### src/hdl/bbr_pkg.sv
`default_nettype none
package bbr_pkg;

  // default build parameters
  localparam int ANGLE_BITS_DEF = 16;
  localparam int FRAC_BITS_DEF  = 14;

  // object tag placed in the upper half of the tagged id
  localparam logic [31:0] TAG_HIGH = 32'h5041_5254;

  // sine polynomial coefficients, Q30
  localparam logic [31:0] SIN_A = 32'd1686629713;
  localparam logic [31:0] SIN_B = 32'd688904866;
  localparam logic [31:0] SIN_C = 32'd76016977;

  // unit length in Q2.30
  localparam logic [31:0] Q30_ONE = 32'h4000_0000;

  // squared length at or below which a camera vector counts as degenerate
  localparam logic [31:0] SMALL_SQ = 32'd2;

  // register map
  typedef enum logic [2:0] {
    REG_RIGHT_X = 3'd0,
    REG_RIGHT_Y = 3'd1,
    REG_RIGHT_Z = 3'd2,
    REG_UP_X    = 3'd3,
    REG_UP_Y    = 3'd4,
    REG_UP_Z    = 3'd5
  } reg_idx_t;

  // raw camera vectors, Q2.14
  typedef struct packed {
    logic [2:0][15:0] right;
    logic [2:0][15:0] up;
  } bbr_cam_t;

  // normalised camera vectors, signed Q2.30
  typedef struct packed {
    logic [2:0][31:0] right;
    logic [2:0][31:0] up;
  } bbr_coef_t;

  // normaliser sequencer states
  typedef enum logic [2:0] {
    NS_SQ,
    NS_SQRT,
    NS_DSET,
    NS_DIV,
    NS_DONE
  } norm_state_t;

endpackage
`default_nettype wire

### src/hdl/bbr_regs.sv
`default_nettype none
module bbr_regs
  import bbr_pkg::*;
#(
  parameter int FRAC_BITS = FRAC_BITS_DEF
) (
  input  wire logic        clk,
  input  wire logic        rst_n,
  input  wire logic        cfg_psel,
  input  wire logic        cfg_penable,
  input  wire logic        cfg_pwrite,
  input  wire logic [4:0]  cfg_paddr,
  input  wire logic [31:0] cfg_pwdata,
  output logic      [31:0] cfg_prdata,
  output logic             cfg_pready,
  output bbr_cam_t         cam_o,
  output logic             wr_o
);

  localparam logic [15:0] ONE_RAW = 16'(32'd1 << FRAC_BITS);

  bbr_cam_t cam_r;
  reg_idx_t idx;
  logic     wr;

  assign cfg_pready = 1'b1;
  assign idx        = reg_idx_t'(cfg_paddr[4:2]);
  assign wr         = cfg_psel & cfg_penable & cfg_pwrite & cfg_pready;
  assign wr_o       = wr;
  assign cam_o      = cam_r;

  // register writes
  always_ff @(posedge clk) begin
    if (!rst_n) begin
      cam_r.right <= {16'd0, 16'd0, ONE_RAW};
      cam_r.up    <= {16'd0, ONE_RAW, 16'd0};
    end else if (wr) begin
      case (idx)
        REG_RIGHT_X: cam_r.right[0] <= cfg_pwdata[15:0];
        REG_RIGHT_Y: cam_r.right[1] <= cfg_pwdata[15:0];
        REG_RIGHT_Z: cam_r.right[2] <= cfg_pwdata[15:0];
        REG_UP_X:    cam_r.up[0]    <= cfg_pwdata[15:0];
        REG_UP_Y:    cam_r.up[1]    <= cfg_pwdata[15:0];
        REG_UP_Z:    cam_r.up[2]    <= cfg_pwdata[15:0];
        default: ;
      endcase
    end
  end

  // read back
  always_comb begin
    case (idx)
      REG_RIGHT_X: cfg_prdata = {16'd0, cam_r.right[0]};
      REG_RIGHT_Y: cfg_prdata = {16'd0, cam_r.right[1]};
      REG_RIGHT_Z: cfg_prdata = {16'd0, cam_r.right[2]};
      REG_UP_X:    cfg_prdata = {16'd0, cam_r.up[0]};
      REG_UP_Y:    cfg_prdata = {16'd0, cam_r.up[1]};
      REG_UP_Z:    cfg_prdata = {16'd0, cam_r.up[2]};
      default:     cfg_prdata = 32'd0;
    endcase
  end

endmodule
`default_nettype wire

### config.mk
export PLATFORM = sky130hd
export DESIGN_NAME = bbr_regs
export DESIGN_NICKNAME = d
export VERILOG_FILES = /design/src/hdl/bbr_pkg.sv /design/src/hdl/bbr_regs.sv
export SDC_FILE = /design/constraint.sdc
export NUM_CORES = 1
export LEC_CHECK = 0
export ABC_AREA = 0
export BUFFER_PORTS_ARGS = -buffer_cell sky130_fd_sc_hd__buf_2
export CAP_MARGIN = 20
export CORE_MARGIN = 4
export CORE_UTILIZATION = 49
export DETAILED_ROUTE_END_ITERATION = 7
export GPL_TIMING_DRIVEN = 0
export HOLD_SLACK_MARGIN = 0.06
export PLACE_DENSITY = 0.89
export SETUP_SLACK_MARGIN = 0.05
export SLEW_MARGIN = 30
export SYNTH_ARGS = -nofsm -noshare
export SYNTH_HDL_FRONTEND = slang
export SYNTH_SLANG_ARGS = --single-unit
### constraint.sdc
create_clock -name clk -period 2.15 [get_ports clk]
set_input_delay 0.43 -clock clk [delete_from_list [all_inputs] [get_ports clk]]
set_output_delay 0.43 -clock clk [all_outputs]
set_load 0.01 [all_outputs]
==> impl_metrics.toml <==
[timing]
timing.fmax_mhz = 478
fin_crit_sh_pct = 97.3
period_minus_slack_ps = 2090
rsz0062_at_grt = "true"
hold_viol = 0
relSlewSlack_pct = 42.5
worstMarginPinSlew_ps = 863
maxSlewViolCount = 0
setup_viol = 0
skew_ps = 0
fin_ws_ps = 57.6

[global_routing]
grt_pass1_wl_um = 21500
antenna_found_initial = 0
track_usage_pct = 26.5
first_global_vias = 4140
grt_start_max_net_pins = 16
overflow = 0

[finish]
final_cells = 729
largest_reg_flops = 96
layout_commonest_cell = "buf_2"
mostFrequentLayoutCells = "buf_2, nand2_1, mux2i_1"
synthToLayoutAreaGrowth_pct = 25.1
fin_area_um2 = 5570
drive_gt1_share_pct = 34.9
antenna_cells = 0
final_nets = 659

[die]
dieArea_um2 = 10700
die_h_um = 103
start_util_pct = 50.8
io_pins = 172
coreArea_um2 = 8760
rows = 34
die_w_um = 103

[yosys]
synthXorXnorAreaFrac_pct = 0
synth-simple-area-share_pct = 12.7
yosysUniqueCellTypes = 31
ys_seq_area_share_pct = 43.1
synth.avg_cell_area_um2 = 9.73
synthAdderAreaFrac_pct = 0
synth.area.mux_share_pct = 30.1
synth_top_family_by_area = "multiplexers"
netlist_area_um2 = 4460
syn_inst = 458
yosys_register_bits = 96
synth_compound_area_share_pct = 6.96
yosysWarnings = 0

[hold_path]
min_path_type = "primary input to flop"

[power]
power_density_nw_per_um2 = 598
clockPowerShare_pct = 36.5
p_seq_share_pct = 54.0
switchingPower_mw = 0.871
internal-power_mw = 2.46
cellLeakagePower_nw = 2.56
peakVddDrop_uv = 328
netSwitchingFraction_pct = 26.1
power_frac_comb_pct = 9.5

[clock_tree]
cts_resized = 14
cts_tree = "yes"
post_cts_buffers = 0
postCtsHoldBufs = 0
htree_levels = 3
root_buffer = "clkbuf_8"
cts.sinks = 96
numCtsBuffers = 9
clkTransAtPathRegs_ps = 100
insertion_delay_ps = 370
clock_path_buffers = 2

[worst_setup_path]
cp-start-kind = "primary input"
critical_path_class = "primary input to output port"
critPathRequiredTime_ps = 1720
endpoint_kind = "output port"
worstPathMaxFanout = 10
cp_data_arrival_time_ps = 1660

[routing]
vias = 4075
ant_nets = 0
drtIter0Drc = 293
routed_wl_um = 14400
wire_per_inst_um = 19.8
remaining_drc_errors = 0
via_per_inst = 5.59
drt_pass1_iterations = 5

[placed_design]
gp_routability_congestion = 0.840
numPortBuffers = 134
dpl_worst_slack_ps = -158
placed_cell_area_um2 = 5320
dpl.hpwl_um = 10400
place_inst = 715

[run_status]
status = "finished, final reports clean"

[run]
maxCapViolCount = 0
==> final timing paths <==
check / startpoint / end / slack, ps / cells past startpoint
setup reg to reg: cam_o[45] / cam_o[45] / 1420 / 2
hold / removal: cfg_pwdata[14] / cam_o[62] / 380 / 3
setup / recovery: cfg_paddr[3] / cfg_prdata[1] / 60 / 6
hold reg to reg: cam_o[84] / cam_o[84] / 480 / 2
==> through the flow <==
step / setup TNS [ps] / hold slack (ps) / power, mW / util, %
global route: 0 / 383 / 3.42 / 63.6
detailed placement: -1270 / 463 / 2.14 / 60.7
floorplan: 0 / 488 / 2.03 / -
finish: 0 / 376 / 3.33 / 63.6
CTS: 0 / 368 / 3.29 / 63.3
global placement: -1030 / 451 / 2.13 / 60.7
==> cells by family (layout without fill, tap and decap cells) <==
family,count (synthesis),after routing
AND/OR/NAND/NOR,133,133
multiplexers,131,131
flip-flops,96,96
buffers and inverters,54,202
AO/OA/AOI/OAI,42,42
other,2,17
==> routing by layer <==
layer | up-vias | track usage, % | wire, µm
met1 | 1946 | 31.5 | 5560
met4 | 0 | 11.6 | 367
met3 | 37 | 7.04 | 1410
li1 | 1870 | - | -
met2 | 222 | 45.0 | 7070
met5 | - | 0 | 0
==> critical path: stages <==
cell      delay (ps)
buf_2            180
buf_8            180
mux2_2           350
a221oi_1         280
a21oi_1           80
buf_2            150
==> synth_stat cells (all sizes together) <==
master | number | area [µm²]
nand2 | 110 | 413
mux2i | 108 | 1080
dfxtp | 96 | 1920
buf | 33 | 233
mux2 | 23 | 259
clkbuf | 16 | 60.1
o21ai | 12 | 60.1
a22oi | 10 | 75.1
a32oi | 9 | 78.8
nor2b | 7 | 43.8
inv | 5 | 18.8
nor2 | 5 | 26.3
a221o | 3 | 30.0
nand2b | 3 | 18.8
o22a | 3 | 26.3
o32ai | 3 | 26.3
conb | 2 | 7.51
nor3 | 2 | 26.3
or2 | 2 | 12.5
a21oi | 1 | 5.00
a221oi | 1 | 8.76
and2 | 1 | 6.26
nand3 | 1 | 5.00
nand4 | 1 | 6.26
or3 | 1 | 6.26
==> power by group through the flow <==
stage | Combinational (mW) | Clock, mW | Sequential (mW)
detailed placement | 0.293 | 0 | 1.84
finish | 0.318 | 1.22 | 1.80
global placement | 0.287 | 0 | 1.84
CTS | 0.302 | 1.19 | 1.80
floorplan | 0.181 | 0 | 1.85
global route | 0.336 | 1.28 | 1.80
==> final cells by class <==
cell class	count	area, µm²
Buffer	48	335
Sequential cell	96	1920
Timing Repair Buffer	134	673
Tap cell	108	135
Clock inverter	5	57.6
Clock buffer	10	138
Multi-Input combinational cell	323	2290
Fill cell	710	3190
Inverter	5	18.8
Note: power is estimated with default switching activity, not from simulation.
