<file path="config.mk">
export PLATFORM = sky130hd
export DESIGN_NAME = bbr_norm
export DESIGN_NICKNAME = d
export VERILOG_FILES = /design/src/hdl/bbr_pkg.sv /design/src/hdl/bbr_norm.sv
export SDC_FILE = /design/constraint.sdc
export NUM_CORES = 2
export LEC_CHECK = 0
export ABC_AREA = 1
export BUFFER_PORTS_ARGS = -buffer_cell sky130_fd_sc_hd__clkbuf_2
export CAP_MARGIN = 0
export CORE_MARGIN = 3
export CORE_UTILIZATION = 35
export CTS_BUF_LIST = sky130_fd_sc_hd__clkbuf_4
export DETAILED_ROUTE_END_ITERATION = 8
export PLACE_DENSITY = 0.63
export SLEW_MARGIN = 5
export SYNTH_ARGS = -nofsm -noshare
export SYNTH_HDL_FRONTEND = slang
export SYNTH_SLANG_ARGS = --single-unit
</file>
<file path="constraint.sdc">
create_clock -name clk -period 28.8 [get_ports clk]
set_input_delay 2.88 -clock clk [delete_from_list [all_inputs] [get_ports clk]]
set_output_delay 2.88 -clock clk [all_outputs]
set_load 0.02 [all_outputs]
</file>
<file path="src/hdl/bbr_pkg.sv">
`default_nettype none
package bbr_pkg;

  // default build parameters
  localparam int ANGLE_BITS_DEF = 16;
  localparam int FRAC_BITS_DEF  = 14;

  // object tag placed in the upper half of the tagged id
  localparam logic [31:0] TAG_HIGH = 32'h5041_5254;

  // sine polynomial coefficients, Q30
  localparam logic [31:0] SIN_A = 32'd1686629713;
  localparam logic [31:0] SIN_B = 32'd688904866;
  localparam logic [31:0] SIN_C = 32'd76016977;

  // unit length in Q2.30
  localparam logic [31:0] Q30_ONE = 32'h4000_0000;

  // squared length at or below which a camera vector counts as degenerate
  localparam logic [31:0] SMALL_SQ = 32'd2;

  // register map
  typedef enum logic [2:0] {
    REG_RIGHT_X = 3'd0,
    REG_RIGHT_Y = 3'd1,
    REG_RIGHT_Z = 3'd2,
    REG_UP_X    = 3'd3,
    REG_UP_Y    = 3'd4,
    REG_UP_Z    = 3'd5
  } reg_idx_t;

  // raw camera vectors, Q2.14
  typedef struct packed {
    logic [2:0][15:0] right;
    logic [2:0][15:0] up;
  } bbr_cam_t;

  // normalised camera vectors, signed Q2.30
  typedef struct packed {
    logic [2:0][31:0] right;
    logic [2:0][31:0] up;
  } bbr_coef_t;

  // normaliser sequencer states
  typedef enum logic [2:0] {
    NS_SQ,
    NS_SQRT,
    NS_DSET,
    NS_DIV,
    NS_DONE
  } norm_state_t;

endpackage
`default_nettype wire

</file>
<file path="src/hdl/bbr_norm.sv">
`default_nettype none
module bbr_norm
  import bbr_pkg::*;
(
  input  wire logic     clk,
  input  wire logic     rst_n,
  input  wire bbr_cam_t cam_i,
  input  wire logic     start_i,
  output bbr_coef_t     coef_o,
  output logic          busy_o
);

  norm_state_t st_r, st_nxt;
  logic        vsel_r, vsel_nxt;
  logic [1:0]  idx_r, idx_nxt;
  logic [4:0]  cnt_r, cnt_nxt;
  logic [31:0] sq_r, sq_nxt;
  logic [31:0] rad_r, rad_nxt;
  logic [33:0] rem_r, rem_nxt;
  logic [31:0] root_r, root_nxt;
  logic [30:0] num_r, num_nxt;
  logic [31:0] drem_r, drem_nxt;
  logic [30:0] quo_r, quo_nxt;
  bbr_coef_t   coef_r, coef_nxt;

  logic [15:0]        x;
  logic signed [31:0] xe;
  logic [31:0]        sqx, sq_sum;
  logic [15:0]        ax;
  logic [35:0]        rem_n, trial;
  logic [61:0]        nn;
  logic [32:0]        dr_n;
  logic [30:0]        qf;
  logic [31:0]        cval;

  assign coef_o = coef_r;
  assign busy_o = (st_r != NS_DONE);

  // control registers
  always_ff @(posedge clk) begin
    if (!rst_n) begin
      st_r   <= NS_SQ;
      vsel_r <= 1'b0;
      idx_r  <= 2'd0;
      cnt_r  <= 5'd0;
      sq_r   <= 32'd0;
    end else begin
      st_r   <= st_nxt;
      vsel_r <= vsel_nxt;
      idx_r  <= idx_nxt;
      cnt_r  <= cnt_nxt;
      sq_r   <= sq_nxt;
    end
  end

  // datapath registers
  always_ff @(posedge clk) begin
    rad_r  <= rad_nxt;
    rem_r  <= rem_nxt;
    root_r <= root_nxt;
    num_r  <= num_nxt;
    drem_r <= drem_nxt;
    quo_r  <= quo_nxt;
    coef_r <= coef_nxt;
  end

  // shared arithmetic
  always_comb begin
    x      = vsel_r ? cam_i.up[idx_r] : cam_i.right[idx_r];
    xe     = 32'($signed(x));
    sqx    = xe * xe;
    sq_sum = sq_r + sqx;
    ax     = x[15] ? 16'(-$signed(x)) : x;
    // one root digit per cycle
    rem_n  = {rem_r, rad_r[31:30]};
    trial  = {2'b00, root_r, 2'b01};
    // rounded dividend: |x| << 46 plus half the length
    nn     = {ax, 46'd0} + {31'd0, root_r[31:1]};
    // one quotient bit per cycle
    dr_n   = {drem_r, num_r[30]};
  end

  // sequencer
  always_comb begin
    st_nxt   = st_r;
    vsel_nxt = vsel_r;
    idx_nxt  = idx_r;
    cnt_nxt  = cnt_r;
    sq_nxt   = sq_r;
    rad_nxt  = rad_r;
    rem_nxt  = rem_r;
    root_nxt = root_r;
    num_nxt  = num_r;
    drem_nxt = drem_r;
    quo_nxt  = quo_r;
    coef_nxt = coef_r;
    qf       = 31'd0;
    cval     = 32'd0;

    case (st_r)
      NS_SQ: begin
        sq_nxt  = sq_sum;
        idx_nxt = idx_r + 2'd1;
        if (idx_r == 2'd2) begin
          idx_nxt = 2'd0;
          if (sq_sum <= SMALL_SQ) begin
            // degenerate: unit X for right, unit Y for up
            if (vsel_r) begin
              coef_nxt.up = {32'd0, Q30_ONE, 32'd0};
              st_nxt      = NS_DONE;
            end else begin
              coef_nxt.right = {32'd0, 32'd0, Q30_ONE};
              vsel_nxt       = 1'b1;
              sq_nxt         = 32'd0;
            end
          end else begin
            rad_nxt  = sq_sum;
            rem_nxt  = 34'd0;
            root_nxt = 32'd0;
            cnt_nxt  = 5'd0;
            st_nxt   = NS_SQRT;
          end
        end
      end
      NS_SQRT: begin
        rad_nxt = {rad_r[29:0], 2'b00};
        if (rem_n >= trial) begin
          rem_nxt  = 34'(rem_n - trial);
          root_nxt = {root_r[30:0], 1'b1};
        end else begin
          rem_nxt  = rem_n[33:0];
          root_nxt = {root_r[30:0], 1'b0};
        end
        cnt_nxt = cnt_r + 5'd1;
        if (cnt_r == 5'd31) begin
          st_nxt  = NS_DSET;
          idx_nxt = 2'd0;
        end
      end
      NS_DSET: begin
        drem_nxt = {1'b0, nn[61:31]};
        num_nxt  = nn[30:0];
        quo_nxt  = 31'd0;
        cnt_nxt  = 5'd0;
        st_nxt   = NS_DIV;
      end
      NS_DIV: begin
        num_nxt = {num_r[29:0], 1'b0};
        if (dr_n >= {1'b0, root_r}) begin
          drem_nxt = 32'(dr_n - {1'b0, root_r});
          quo_nxt  = {quo_r[29:0], 1'b1};
        end else begin
          drem_nxt = dr_n[31:0];
          quo_nxt  = {quo_r[29:0], 1'b0};
        end
        cnt_nxt = cnt_r + 5'd1;
        if (cnt_r == 5'd30) begin
          qf   = quo_nxt;
          cval = x[15] ? 32'(-{1'b0, qf}) : {1'b0, qf};
          if (vsel_r) coef_nxt.up[idx_r] = cval;
          else        coef_nxt.right[idx_r] = cval;
          if (idx_r == 2'd2) begin
            idx_nxt = 2'd0;
            if (vsel_r) begin
              st_nxt = NS_DONE;
            end else begin
              vsel_nxt = 1'b1;
              sq_nxt   = 32'd0;
              st_nxt   = NS_SQ;
            end
          end else begin
            idx_nxt = idx_r + 2'd1;
            st_nxt  = NS_DSET;
          end
        end
      end
      NS_DONE: ;
      default: st_nxt = NS_SQ;
    endcase

    // any register write restarts both vectors
    if (start_i) begin
      st_nxt   = NS_SQ;
      vsel_nxt = 1'b0;
      idx_nxt  = 2'd0;
      sq_nxt   = 32'd0;
    end
  end

  a_done_holds: assert property (@(posedge clk) disable iff (!rst_n)
    (st_r == NS_DONE && !start_i) |=> (st_r == NS_DONE))
    else $error("normaliser left idle without a register write");

  a_restart: assert property (@(posedge clk) disable iff (!rst_n)
    start_i |=> (st_r == NS_SQ && !vsel_r && idx_r == 2'd0 && sq_r == 32'd0))
    else $error("register write did not restart normalisation");

  a_sqrt_len: assert property (@(posedge clk) disable iff (!rst_n)
    (st_r == NS_SQRT && cnt_r == 5'd31 && !start_i) |=> (st_r == NS_DSET))
    else $error("square root did not finish after 32 digits");

endmodule
`default_nettype wire

</file>
==> impl.org <==
** Timing
- Clock period minus worst slack :: 11640 ps
- Measured against its own limit, the worst slew margin works out to 19.2%.
- Setup violations remaining at the end of the flow were counted as 0.
- The number of pins exceeding their max-slew limit in the final report was 0.
- Hold Fails Final Rpt :: 0
- The clock arrives with 84.5 ps of skew.
- Summed negative setup slack over all endpoints :: 0 ps
- Share of the cycle needed by the critical path after routing :: 40.4%
- At the pin with the least slew margin, the transition time is 1210 ps.
- Setup repair after global routing left no endpoint under its margin.
- Upper clock frequency limit :: about 86 MHz

** Yosys
- Cell type contributing the most total cell area after synthesis :: edfxtp_1
- After synthesis, the mean cell area works out to 8.60 um2.
- Synthesis inferred around 430 register bits.
- Number of distinct standard cells referenced by the synthesized netlist :: 61
- The top cell type by area accounts for 34.2% of the synthesized area.
- After synthesis, flip-flops and latches occupy 36.8% of the total area.
- In the synthesized netlist the async set-or-reset flop fraction comes to 0%.
- Post-synthesis instance area :: 33600 um2
- During synthesis, Yosys emitted a total of 0 warnings.
- For this run, the leading register cell type out of synthesis is edfxtp_1.
- Counting every instance in the synthesized netlist gives 3910.
- Main area contributors after synthesis :: edfxtp_1 (34%), fa_1 (16%), nand2_1 (11%), ha_1 (6.8%), inv_1 (6.5%)
- The synthesized design contains 383 enable-type register cells.
- Synthesized Nets :: 4458

** Global routing
- The first global-routing pass estimated 149000 um of wire.
- Overall track demand over capacity in global routing :: between 10% and 20%
- Overflow after GRT :: 0
- Largest net degree at the start of global routing :: 95
- Number of antenna violations at the first check in global routing :: 5
- The number of global-route vias before repair is 26700.

** Detailed routing
- In this run, the number of DRC markers left after iteration 0 of detailed routing was 2267.
- Drt total wl :: 96800 um
- Remaining antenna violation count after routing :: 0
- Summing over every cut layer, the via total after detailed routing is 27500.
- In the final routed layout, each cell accounts on average for 17.4 um.
- Number of iterations in the first detailed-routing pass :: 6
- After detailed routing, the number of remaining DRC violations is 0.
- Post-DR vias/cell :: 4.96

** Layout
- Final cell utilization of the core :: 39.6%
- After the flow finishes, the layout carries non-filler instances totaling 5553.
- The filler cells instantiated in the layout total 9726.
- In the final layout, the share of cells above drive strength 1 is between 10% and 20%.
- For this run, the post-layout net count is 4749.
- Compared with the post-synthesis result, the final layout area differs by 12.1%.

** Outcome
- Run status :: finished clean

** Placement
- Counting tap cells, the placed design contains a total of 5354 instances.
- RD Place Congestion :: between 0.8 and 0.9
- HPWL Detailed :: about 73000 um
- Port Buf Inserts :: 291

** Clock network
- Post-CTS repair timing setup buffer count :: 0
- Clk Latency, worst-skew pair :: 910 ps
- Post-cts repair resize count :: 0
- In this run the clock root is driven by a clkbuf_4.
- CTS tree :: yes
- CTS clk-pin slew, worst paths :: 60 ps
- Number of buffers added to fix hold violations after cts :: 0
- Clock Sinks :: 426
- Bufs on Longest Clock Path :: 3
- Num CTS Buffers :: 110
- The H-tree generated during clock tree synthesis spans 3 levels.

** Floorplanning
- The initial utilization of the core area, before any placement, comes to 35.3%.
- X dimension of the die :: 316 um
- Core area :: ~95000 um2
- The initialized floorplan defines 113 standard-cell rows.
- Die ar. :: 99800 um2
- I/O pin count :: 292
- The floorplan step set the die height to 316 um.

** Setup path
- Setup slack on the worst reg-to-reg path comes out at 17400 ps.
- CP peak stage delay :: 820 ps
- STA classifies the critical path endpoint as a flip-flop.
- Among the stages of the critical path, the cell type that occurs most often is nand2_1.
- At the worst endpoint, the required time is 29250 ps.
- Startpoint type of the worst setup path :: input port
- Along the worst path, the maximum fanout reaches 65.
- Worst endpoint data arrival time :: approximately 12000 ps
- The setup path with the least slack is of type input port to flip-flop.
- The slowest stage of the critical path belongs to the cell buf_4.

** Hold path
- The worst hold path belongs to the class flip-flop to flip-flop.

** Flow run
- Count of max-cap constraint violations :: 0
==> through the flow <==
stage               hold slack (ps)  worst slack, ps  instance area (um2)
global route                    494            16630                37700
CTS                             474            17280                37700
floorplan                       440            12220                33600
detailed placement              465            16370                36300
finish                          474            17160                37700
global placement                455            16500                36300
==> worst paths after layout <==
check / startpoint / end / depth (start not counted)
max: cam_i[1] / coef_o[92]$_SDFFCE_PN0P_ / 35
min: sq_r[2]$_SDFFE_PP0P_ / sq_r[2]$_SDFFE_PP0P_ / 2
max reg2reg: idx_r[0]$_SDFFE_PP0P_ / coef_o[92]$_SDFFCE_PN0P_ / 37
min reg2reg: sq_r[2]$_SDFFE_PP0P_ / sq_r[2]$_SDFFE_PP0P_ / 2
==> cell type report <==
type | count | area [um2] | share of cell area (%)
multi-input cells | 2750 | 18400 | 48.9
flip-flops and latches | 426 | 12400 | 32.8
inverters | 600 | 2260 | 6.01
repair buffers | 313 | 1620 | 4.31
well taps | 1265 | 1580 | 4.20
clock buffers | 158 | 1190 | 3.15
clock inverters | 38 | 211 | 0.561
diodes | 3 | 7.51 | 0.0199
==> cell usage after synthesis, drive strengths merged, types with 13 or more instances <==
master	n
clkbuf	69
inv	600
nand4	31
xor2	58
edfxtp	383
a31oi	17
o21ai	187
xnor2	48
nand2	1024
nor2	329
o211ai	13
fa	267
or2	14
nor3	26
dfxtp	43
ha	182
nand3	129
buf	65
a21oi	342
==> flip-flops by register name, summed over array words and instances (netlist names), 5 cells and up <==
signal,count
rem_r,34
sq_r,32
rad_r,32
num_r,31
quo_r,30
coef_o,192
cnt_r,5
root_r,32
drem_r,32
==> cells by family (layout without fill, tap and decap cells) <==
logic type / Yosys count / in the layout / synth area share, %
AND/OR/NAND/NOR: 1573 / 1573 / 19.1
buffers and inverters: 734 / 1109 / 8.54
AO/OA/AOI/OAI: 622 / 622 / 10.1
adder cells (fa/ha/maj): 449 / 449 / 22.7
flip-flops: 426 / 426 / 36.8
XOR/XNOR: 106 / 106 / 2.76
other: 0 / 3 / 0
==> cells in the final DEF, fill, tap and decap left out, types with 5 or more instances in the layout <==
master / synthesis / final
fa_1: 267 / 267
clkinv_1: 0 / 27
nor2_4: 5 / 9
dfxtp_1: 43 / 43
nand4_1: 30 / 30
or2_2: 12 / 12
nor3_2: 3 / 5
nor3_1: 22 / 20
o21bai_1: 9 / 9
o211ai_1: 12 / 12
o21a_1: 11 / 11
nand2_2: 15 / 15
clkbuf_4: 0 / 158
a21o_1: 12 / 12
nor4_1: 12 / 12
inv_2: 16 / 17
nand3_1: 127 / 127
clkbuf_2: 0 / 291
ha_1: 182 / 182
a211oi_1: 6 / 6
xnor2_1: 48 / 48
a31oi_1: 17 / 17
nor2_1: 321 / 316
buf_4: 3 / 22
xor2_1: 58 / 58
edfxtp_1: 383 / 383
nand2_1: 1006 / 1006
o21ai_0: 171 / 171
a21oi_1: 339 / 338
nand3b_1: 5 / 5
o21ai_1: 11 / 11
inv_1: 582 / 580
==> critical path, delay by kind of cell <==
kind	cells	cell delay, ps
adder cells (fa/ha/maj)	7	3650
AND/OR/NAND/NOR	18	2540
buffers and inverters	8	2170
AO/OA/AOI/OAI	2	760
==> layer usage <==
layer | global-route usage, % | vias to the layer above | part of all wire, %
li1 | - | 13300 | -
met1 | 24.7 | 13200 | 42
met2 | 31.6 | 857 | 48
met3 | 2.91 | 215 | 5.6
met4 | 7.53 | 0 | 3.9
met5 | 0 | - | 0
Power is not shown: default switching activity piles up to over one toggle a cycle in this logic, so the estimate is an artifact.
